--- config.mk ---
export PLATFORM = sky130hd
export DESIGN_NAME = zeckendorf_up_down_counter
export DESIGN_NICKNAME = d
export VERILOG_FILES = /design/src/rtl/zud_pkg.sv /design/src/rtl/zeckendorf_up_down_counter.sv /design/src/rtl/zud_cmp_sub.sv /design/src/rtl/zud_ctrl.sv
export SDC_FILE = /design/constraint.sdc
export NUM_CORES = 1
export LEC_CHECK = 0
export BUFFER_PORTS_ARGS = -buffer_cell sky130_fd_sc_hd__buf_2
export CAP_MARGIN = 5
export CORE_UTILIZATION = 30
export CTS_CLUSTER_SIZE = 20
export DETAILED_ROUTE_END_ITERATION = 16
export PLACE_DENSITY = 0.53
export SYNTH_ARGS = -nofsm -noshare
export SYNTH_HDL_FRONTEND = slang
export SYNTH_SLANG_ARGS = --single-unit
--- constraint.sdc ---
create_clock -name aclk -period 7.6 [get_ports aclk]
set_input_delay 1.14 -clock aclk [delete_from_list [all_inputs] [get_ports aclk]]
set_output_delay 1.14 -clock aclk [all_outputs]
set_load 0.05 [all_outputs]
--- src/rtl/zud_pkg.sv ---
// Shared types, constants and elaboration-time helpers for the Zeckendorf counter.
// No dependencies; every other file of the block but zud_cmp_sub imports this package.
package zud_pkg;

    localparam int DIGITS_DEF  = 30;
    localparam int LOAD_W      = 22;
    localparam int VALUE_OUT_W = 22;
    localparam int ACTION_W    = 2;

    localparam logic [ACTION_W-1:0] ACT_LOAD = 2'd0;
    localparam logic [ACTION_W-1:0] ACT_INC  = 2'd1;
    localparam logic [ACTION_W-1:0] ACT_DEC  = 2'd2;

    // Strobes from the sequencer to the datapath.
    typedef struct packed {
        logic capture;
        logic prep;
        logic step;
        logic publish;
    } zud_ctrl_t;

    // Weight of digit k, i.e. Fibonacci F(k+2); the digit below digit 0 weighs one.
    function automatic logic [63:0] fib_weight(input int k);
        logic [63:0] a;
        logic [63:0] b;
        logic [63:0] t;
        a = 64'd1;
        b = 64'd1;
        for (int i = 0; i < k; i++) begin
            t = a + b;
            a = b;
            b = t;
        end
        return (k < 0) ? 64'd1 : b;
    endfunction

    // Width of the binary value: enough for the largest code, never below the load field.
    function automatic int val_width(input int digits);
        int w;
        w = $clog2(fib_weight(digits));
        return (w < LOAD_W) ? LOAD_W : w;
    endfunction

    // Result tdata: code, binary value and digit count, padded to whole bytes.
    function automatic int tdata_width(input int digits);
        int bits;
        bits = digits + VALUE_OUT_W + $clog2(digits + 1);
        return ((bits + 7) / 8) * 8;
    endfunction

endpackage

--- src/rtl/zeckendorf_up_down_counter.sv ---
// Top level of the Zeckendorf up/down counter: state, datapath and output register.
// Depends on zud_pkg, zud_ctrl and zud_cmp_sub.
//
//  channel | direction | tdata                 | tuser
//  s_      | in        | load_value            | action
//  m_      | out       | code, value, digits   | overflow, underflow
//
// Every transaction runs from acceptance through a prepare state, a convert state
// that walks the digits greedily through the shared compare-subtract unit, one
// digit per step, and a done state that hands the result to the output register.
// Input is ready again in the same cycle as the result appears; until then no new
// transaction is accepted.
// Reset clears the counter to zero and drops m_tvalid.
// A stalled result holds in the output register; the next transaction may be
// accepted meanwhile and waits at its end until the register is free.
module zeckendorf_up_down_counter #(
    parameter int  DIGITS = zud_pkg::DIGITS_DEF,
    localparam int CW     = $clog2(DIGITS + 1),
    localparam int TD_W   = zud_pkg::tdata_width(DIGITS)
) (
    input  logic                          aclk,
    input  logic                          aresetn,
    input  logic                          s_tvalid,
    output logic                          s_tready,
    input  logic [zud_pkg::LOAD_W-1:0]    s_tdata,   // [21:0] load_value
    input  logic [zud_pkg::ACTION_W-1:0]  s_tuser,   // [1:0] action
    output logic                          m_tvalid,
    input  logic                          m_tready,
    output logic [TD_W-1:0]               m_tdata,   // zeck_code, binary_value, digit_count
    output logic [1:0]                    m_tuser    // [0] overflow_flag, [1] underflow_flag
);
    import zud_pkg::*;

    localparam int VW = val_width(DIGITS);
    localparam int KW = $clog2(DIGITS);
    localparam logic [VW-1:0] MAXV = VW'(fib_weight(DIGITS) - 64'd1);
    localparam logic [VW-1:0] WHI0 = VW'(fib_weight(DIGITS - 1));
    localparam logic [VW-1:0] WLO0 = VW'(fib_weight(DIGITS - 2));

    zud_ctrl_t     ctrl;
    logic [KW-1:0] digit_idx;
    logic          out_free;
    logic          take;
    logic [VW-1:0] diff;

    logic [ACTION_W-1:0] action_reg;
    logic [LOAD_W-1:0]   lv_reg;
    logic [VW-1:0]       value_reg, value_next;
    logic [DIGITS-1:0]   code_reg, code_next;
    logic [CW-1:0]       cnt_reg, cnt_next;
    logic                ovf_reg, ovf_next;
    logic                unf_reg, unf_next;
    logic [VW-1:0]       rem_reg, rem_next;
    logic [VW-1:0]       whi_reg, whi_next;
    logic [VW-1:0]       wlo_reg, wlo_next;
    logic                m_tvalid_reg, m_tvalid_next;
    logic [TD_W-1:0]     m_tdata_reg;
    logic [1:0]          m_tuser_reg;
    logic [VW-1:0]       lv_wide;

    assign out_free = !m_tvalid_reg || m_tready;
    assign lv_wide  = VW'(lv_reg);

    zud_ctrl #(
        .DIGITS (DIGITS),
        .KW     (KW)
    ) u_ctrl (
        .aclk      (aclk),
        .aresetn   (aresetn),
        .s_tvalid  (s_tvalid),
        .out_free  (out_free),
        .s_tready  (s_tready),
        .ctrl      (ctrl),
        .digit_idx (digit_idx)
    );

    zud_cmp_sub #(
        .VW (VW)
    ) u_unit (
        .remainder (rem_reg),
        .weight    (whi_reg),
        .take      (take),
        .diff      (diff)
    );

    always_comb begin
        value_next = value_reg;
        code_next  = code_reg;
        cnt_next   = cnt_reg;
        ovf_next   = ovf_reg;
        unf_next   = unf_reg;
        rem_next   = rem_reg;
        whi_next   = whi_reg;
        wlo_next   = wlo_reg;
        if (ctrl.prep) begin
            ovf_next = 1'b0;
            unf_next = 1'b0;
            unique case (action_reg)
                ACT_LOAD: begin
                    if (lv_wide > MAXV) begin
                        value_next = MAXV;
                        ovf_next   = 1'b1;
                    end else begin
                        value_next = lv_wide;
                    end
                end
                ACT_INC: begin
                    if (value_reg >= MAXV) begin
                        ovf_next = 1'b1;
                    end else begin
                        value_next = value_reg + VW'(1);
                    end
                end
                ACT_DEC: begin
                    if (value_reg == '0) begin
                        unf_next = 1'b1;
                    end else begin
                        value_next = value_reg - VW'(1);
                    end
                end
                default: begin
                    value_next = value_reg;
                end
            endcase
            // The code is always rebuilt from the new value, which keeps it canonical.
            rem_next  = value_next;
            code_next = '0;
            cnt_next  = '0;
            whi_next  = WHI0;
            wlo_next  = WLO0;
        end else if (ctrl.step) begin
            if (take) begin
                rem_next             = diff;
                code_next[digit_idx] = 1'b1;
                if (cnt_reg == '0) begin
                    cnt_next = CW'(digit_idx) + CW'(1);
                end
            end
            // Step the weight pair one digit down.
            whi_next = wlo_reg;
            wlo_next = whi_reg - wlo_reg;
        end
    end

    always_comb begin
        m_tvalid_next = m_tvalid_reg;
        if (ctrl.publish) begin
            m_tvalid_next = 1'b1;
        end else if (m_tready) begin
            m_tvalid_next = 1'b0;
        end
    end

    always_ff @(posedge aclk) begin
        if (!aresetn) begin
            value_reg    <= '0;
            code_reg     <= '0;
            cnt_reg      <= '0;
            ovf_reg      <= 1'b0;
            unf_reg      <= 1'b0;
            m_tvalid_reg <= 1'b0;
        end else begin
            value_reg    <= value_next;
            code_reg     <= code_next;
            cnt_reg      <= cnt_next;
            ovf_reg      <= ovf_next;
            unf_reg      <= unf_next;
            m_tvalid_reg <= m_tvalid_next;
        end
    end

    always_ff @(posedge aclk) begin
        rem_reg <= rem_next;
        whi_reg <= whi_next;
        wlo_reg <= wlo_next;
        if (ctrl.capture) begin
            action_reg <= s_tuser;
            lv_reg     <= s_tdata;
        end
        if (ctrl.publish) begin
            m_tdata_reg <= TD_W'({cnt_reg, value_reg[VALUE_OUT_W-1:0], code_reg});
            m_tuser_reg <= {unf_reg, ovf_reg};
        end
    end

    assign m_tvalid = m_tvalid_reg;
    assign m_tdata  = m_tdata_reg;
    assign m_tuser  = m_tuser_reg;

endmodule

--- src/rtl/zud_cmp_sub.sv ---
// Shared compare-and-subtract unit: tests one digit weight against the remainder.
// Depends on nothing but its width parameter.
module zud_cmp_sub #(
    parameter int VW = 22
) (
    input  logic [VW-1:0] remainder,
    input  logic [VW-1:0] weight,
    output logic          take,
    output logic [VW-1:0] diff
);

    assign take = (weight <= remainder);
    assign diff = remainder - weight;

endmodule

--- src/rtl/zud_ctrl.sv ---
// Sequencer of the Zeckendorf counter: handshake, action preparation and digit walk.
// Depends on zud_pkg for the strobe struct.
module zud_ctrl #(
    parameter int DIGITS = zud_pkg::DIGITS_DEF,
    parameter int KW     = $clog2(DIGITS)
) (
    input  logic                aclk,
    input  logic                aresetn,
    input  logic                s_tvalid,
    input  logic                out_free,
    output logic                s_tready,
    output zud_pkg::zud_ctrl_t  ctrl,
    output logic [KW-1:0]       digit_idx
);
    import zud_pkg::*;

    typedef enum logic [3:0] {
        ST_IDLE = 4'b0001,
        ST_PREP = 4'b0010,
        ST_CONV = 4'b0100,
        ST_DONE = 4'b1000
    } state_t;

    state_t        state_reg, state_next;
    logic [KW-1:0] idx_reg, idx_next;

    always_comb begin
        state_next   = state_reg;
        idx_next     = idx_reg;
        ctrl         = '0;
        unique case (state_reg)
            ST_IDLE: begin
                if (s_tvalid) begin
                    ctrl.capture = 1'b1;
                    state_next   = ST_PREP;
                end
            end
            ST_PREP: begin
                ctrl.prep  = 1'b1;
                idx_next   = KW'(DIGITS - 1);
                state_next = ST_CONV;
            end
            ST_CONV: begin
                ctrl.step = 1'b1;
                idx_next  = idx_reg - KW'(1);
                if (idx_reg == '0) begin
                    state_next = ST_DONE;
                end
            end
            ST_DONE: begin
                if (out_free) begin
                    ctrl.publish = 1'b1;
                    state_next   = ST_IDLE;
                end
            end
            default: begin
                state_next = ST_IDLE;
            end
        endcase
    end

    always_ff @(posedge aclk) begin
        if (!aresetn) begin
            state_reg <= ST_IDLE;
            idx_reg   <= '0;
        end else begin
            state_reg <= state_next;
            idx_reg   <= idx_next;
        end
    end

    assign s_tready  = (state_reg == ST_IDLE);
    assign digit_idx = idx_reg;

endmodule

==> results summary <==
Dividing the final minimum period by the clock period gives approximately half. For this run, the slowest stage of the critical path takes ~580 ps. The type of the worst setup path is reg2reg.

The fraction of post-synthesis cell area in the top cell type by area is ~28%. The tree is rooted in a sky130_fd_sc_hd__clkbuf_16. In this run the tightest slew margin relative to its limit is between 20% and 30%. The die width is between 150 and 200 µm.

The routed wire length came out at around 32 mm. The met2 demand-to-capacity share in global routing came out at 25.78%. Post-CTS repair changed the size of 0 cells. CTS built an H-tree with a depth of 1. The maximum number of buffers from clock root to sink is 3. The post-synthesis cell area came out at about 0.011 mm². The area taken by multi-input logic gates came out at approximately 0.0053 mm².

The cell with the largest stage delay on the worst path is sky130_fd_sc_hd__a21o_1. The flip-flop and latch area came out at between 0.005 and 0.006 mm². The number of flip-flops and latches in the synthesized netlist is around 220. The average cell area after synthesis came out at 9.775 µm². The final weighted congestion in routability-driven placement is ~0.92. Buffers inserted during clock tree synthesis total 25. Ranked by instance count, the synthesized netlist is headed by sky130_fd_sc_hd__dfxtp_1, sky130_fd_sc_hd__edfxtp_1, sky130_fd_sc_hd__nor2_1.

The floorplan step defined a die boundary enclosing roughly 0.038 mm². The transition time of the tightest slew-check pin is ~1200 ps. The proportion of layout cells with a drive suffix above 1 is 12.84%.

The final-report hold violation count is 0. The number of synthesized flops with an enable pin is ~110. The final worst clock skew came out at approximately 25 ps. Summing all placed instances gives a cell area of approximately 0.012 mm². The via count came out at approximately 9.3k. The register area share after synthesis came out at 48.00%. The area of all placed cells without fillers is ~0.013 mm². The TritonCTS clock tree is yes. Setup violations remaining at the end of the flow were counted as 0. The worst hold slack came out at 430.0 ps. For this design, the sink count on the clock tree is about 220. The clock latency at the later pin of the worst-skew pair came out at between 500 and 600 ps.

The post-layout utilization of the core came out at roughly a third. The initial antenna violation count is 0. The initial cell density of the core is between 30% and 40%. The clock transition at the registers of the reported paths is around 60 ps. Sequential cells burn around two fifths of the power.

The number of vias per cell after detailed routing came out at about 5.5. The layout-stage area growth over the synthesis result is 14.86%. The DRC marker count from the first detailed-route iteration came out at 743.

The total half-perimeter wirelength after legalization and detailed placement came out at approximately 22 mm. The gate count of the mapped netlist is 1,154. The number of rows in the core area came out at 70. The leakage component of the power is ~5 nW. For hold timing, the worst endpoint is m_tdata[24]. The most common cell in the synthesized netlist is sky130_fd_sc_hd__dfxtp_1. The fraction of met1 tracks used by global routing is 23.36%. The first-pass GRT wire length is between 50 and 60 mm. The total internal power came out at about 2.4 mW. The critical-path maximum fanout is 36. The number of nets in the layout is approximately 1.3k. Measured along the y axis, the die boundary spans between 150 and 200 µm. The share of synthesized flip-flops with an asynchronous set or reset came out at 0%. The I/O pin total came out at 96. The critical register-to-register path startpoint is rem_reg[11]. The setup slack of the most critical reg-to-reg path is 3700 ps. For this run, design rule violations remaining after detail routing come to 0. Once detail routing completed, the nets flagged for antenna violations numbered 0. The maximum resistive drop on vdd came out at roughly 0.15 mV. The worst hold path class is reg2reg. Counting distinct cell types in the post-synthesis netlist gives 75. The power consumption came out at approximately 3.5 mW.

The number of instances on the worst hold path is 0. Setup repair after global routing left no endpoint under its margin. Summed over all layers, the global routing overflow is 0. The worst setup path is launched from a register. Walking the worst path, the cells encountered are ha_1 > a21oi_2 > o21ai_1 > a2111oi_1 > nor2_1 > or4_1 > o221a_1 > o31a_1 > buf_4 > a21o_1.

The startpoint identified for the worst hold timing path is code_reg[24]. At the worst endpoint, the required time is 7720 ps. The clock network accounts for between 30% and 40% of the total power. The endpoint identified for the worst register-to-register timing path is rem_reg[0]. The switching power summed over all nets came out at around 1.1 mW. The post-CTS setup buffer count came out at 0. The ratio of total power to cell area is ~270 mW/mm².

The maximum operating frequency came out at about 260 MHz. The worst setup path is captured at a register. For this run, the total global-route usage over all layers was measured as approximately 17%. The number of flip-flops under the largest register name came out at 57. The flip-flop cell with the highest count after synthesis is sky130_fd_sc_hd__dfxtp_1. The number of filler instances in the final layout came out at 3,777. The worst reg-to-reg path cell count is 10. By area the synthesized netlist is led by sky130_fd_sc_hd__edfxtp_1, sky130_fd_sc_hd__dfxtp_1, sky130_fd_sc_hd__ha_1, sky130_fd_sc_hd__nor2_1, sky130_fd_sc_hd__o21ai_0.

The critical path data arrival time came out at ~4000 ps. The count of buffers from port buffering came out at 88. Combinational logic burns 25.9% of the power. The number of hold buffers added after CTS is 0.

The number of maximum-capacitance violations came out at 0. The max-slew violation count was 0. The global-route layer with the greatest usage is met2. The minimum clock period after layout came out at ~3900 ps. The run finished with clean final reports. The number of detailed-route iterations in the first pass is 7. The number of global-route vias before repair came out at between 9k and 10k.

The switching power share of the total came out at between 30% and 40%. Setup total negative slack on the finished layout was measured at 0 ps. sky130_fd_sc_hd__edfxtp_1 takes more of the synthesized area than any other cell. In the global route stage, met3 resource usage came out at approximately 2.4%. During synthesis, Yosys emitted a total of 0 warnings.

The detailed-route wire length per cell came out at approximately 19 µm. The repair_antennas step left the layout with diodes totalling 0. The pin count of the biggest net entering global routing came out at 49. After floorplanning, the core was sized to cover around 0.037 mm².
[power groups by stage]
| stage | Combinational (mW) | Sequential (mW) | Clock (mW) |
|---|---|---|---|
| detailed placement | 0.896 | 1.38 | 0 |
| global route | 1.03 | 1.36 | 1.33 |
| global placement | 0.895 | 1.38 | 0 |
| finish | 0.914 | 1.36 | 1.26 |
| floorplan | 0.714 | 1.36 | 0 |
| CTS | 0.903 | 1.36 | 1.28 |
[worst max path at each step]
stage,start,to,slack [ps],depth (start not counted)
after detailed placement,rem_reg[0],rem_reg[15],3700,12
after global placement,rem_reg[0],rem_reg[15],3730,12
after CTS,rem_reg[0],rem_reg[0],3690,12
after floorplan,m_tready,m_tdata[0],3210,2
after global routing,rem_reg[0],rem_reg[0],3390,12
final,rem_reg[11],rem_reg[0],3700,10
[layout make-up]
| type | instances | share of cell area (%) |
|---|---|---|
| clock buffer | 32 | 5.494 |
| clock inverter | 14 | 1.178 |
| inverter | 77 | 2.231 |
| multi-input combinational | 791 | 40.75 |
| sequential | 218 | 41.79 |
| tap | 468 | 4.519 |
| timing repair buffer | 99 | 4.036 |
[placed cells by master, fill, tap and decap left out, drive strengths merged, types with 18 or more instances in the layout]
cell type | synthesis | final
nor3 | 37 | 37
nand2 | 70 | 70
edfxtp | 105 | 105
xor2 | 18 | 18
a211oi | 27 | 27
a21oi | 58 | 58
nand3 | 25 | 25
o22ai | 22 | 22
clkbuf | 57 | 32
ha | 50 | 50
nor2 | 89 | 89
buf | 17 | 99
inv | 77 | 79
dfxtp | 113 | 113
o21ai | 64 | 64
a32o | 29 | 29
xnor2 | 21 | 21
[critical path, delay by kind of cell, from the launching register on]
kind,cells,cell delay [ps]
buffers and inverters,1,250
DFF,1,370
AOI/OAI and AO/OA,6,1930
and+or+nand+nor,2,570
adders and majority gates,1,350
[layer usage]
metal	up-vias	share of wire, %
li1	4468	-
met1	4483	48
met2	293	44
met3	56	5.1
met4	0	2.9
met5	-	0
[through the flow]
step           instances  setup WS (ps)
6_report            1699           3701
5_1_grt             1699           3391
4_1_cts             1699           3695
3_5_place_dp        1653           3695
3_3_place_gp        1653           3728
2_1_floorplan       1160           3208
[logic make-up (layout without fill, tap and decap cells)]
group	after synthesis	count (layout)	share of synthesized area [%]
buffers and inverters	151	222	5.590
other	1	7	0.03324
muxes	4	4	0.3549
xor gates and xnor gates	39	39	3.028
AOI/OAI and AO/OA	352	352	22.05
adders and majority gates	52	52	5.901
DFF	218	218	48.00
and+or+nand+nor	337	337	15.04
(Power assumes the default switching activity.)
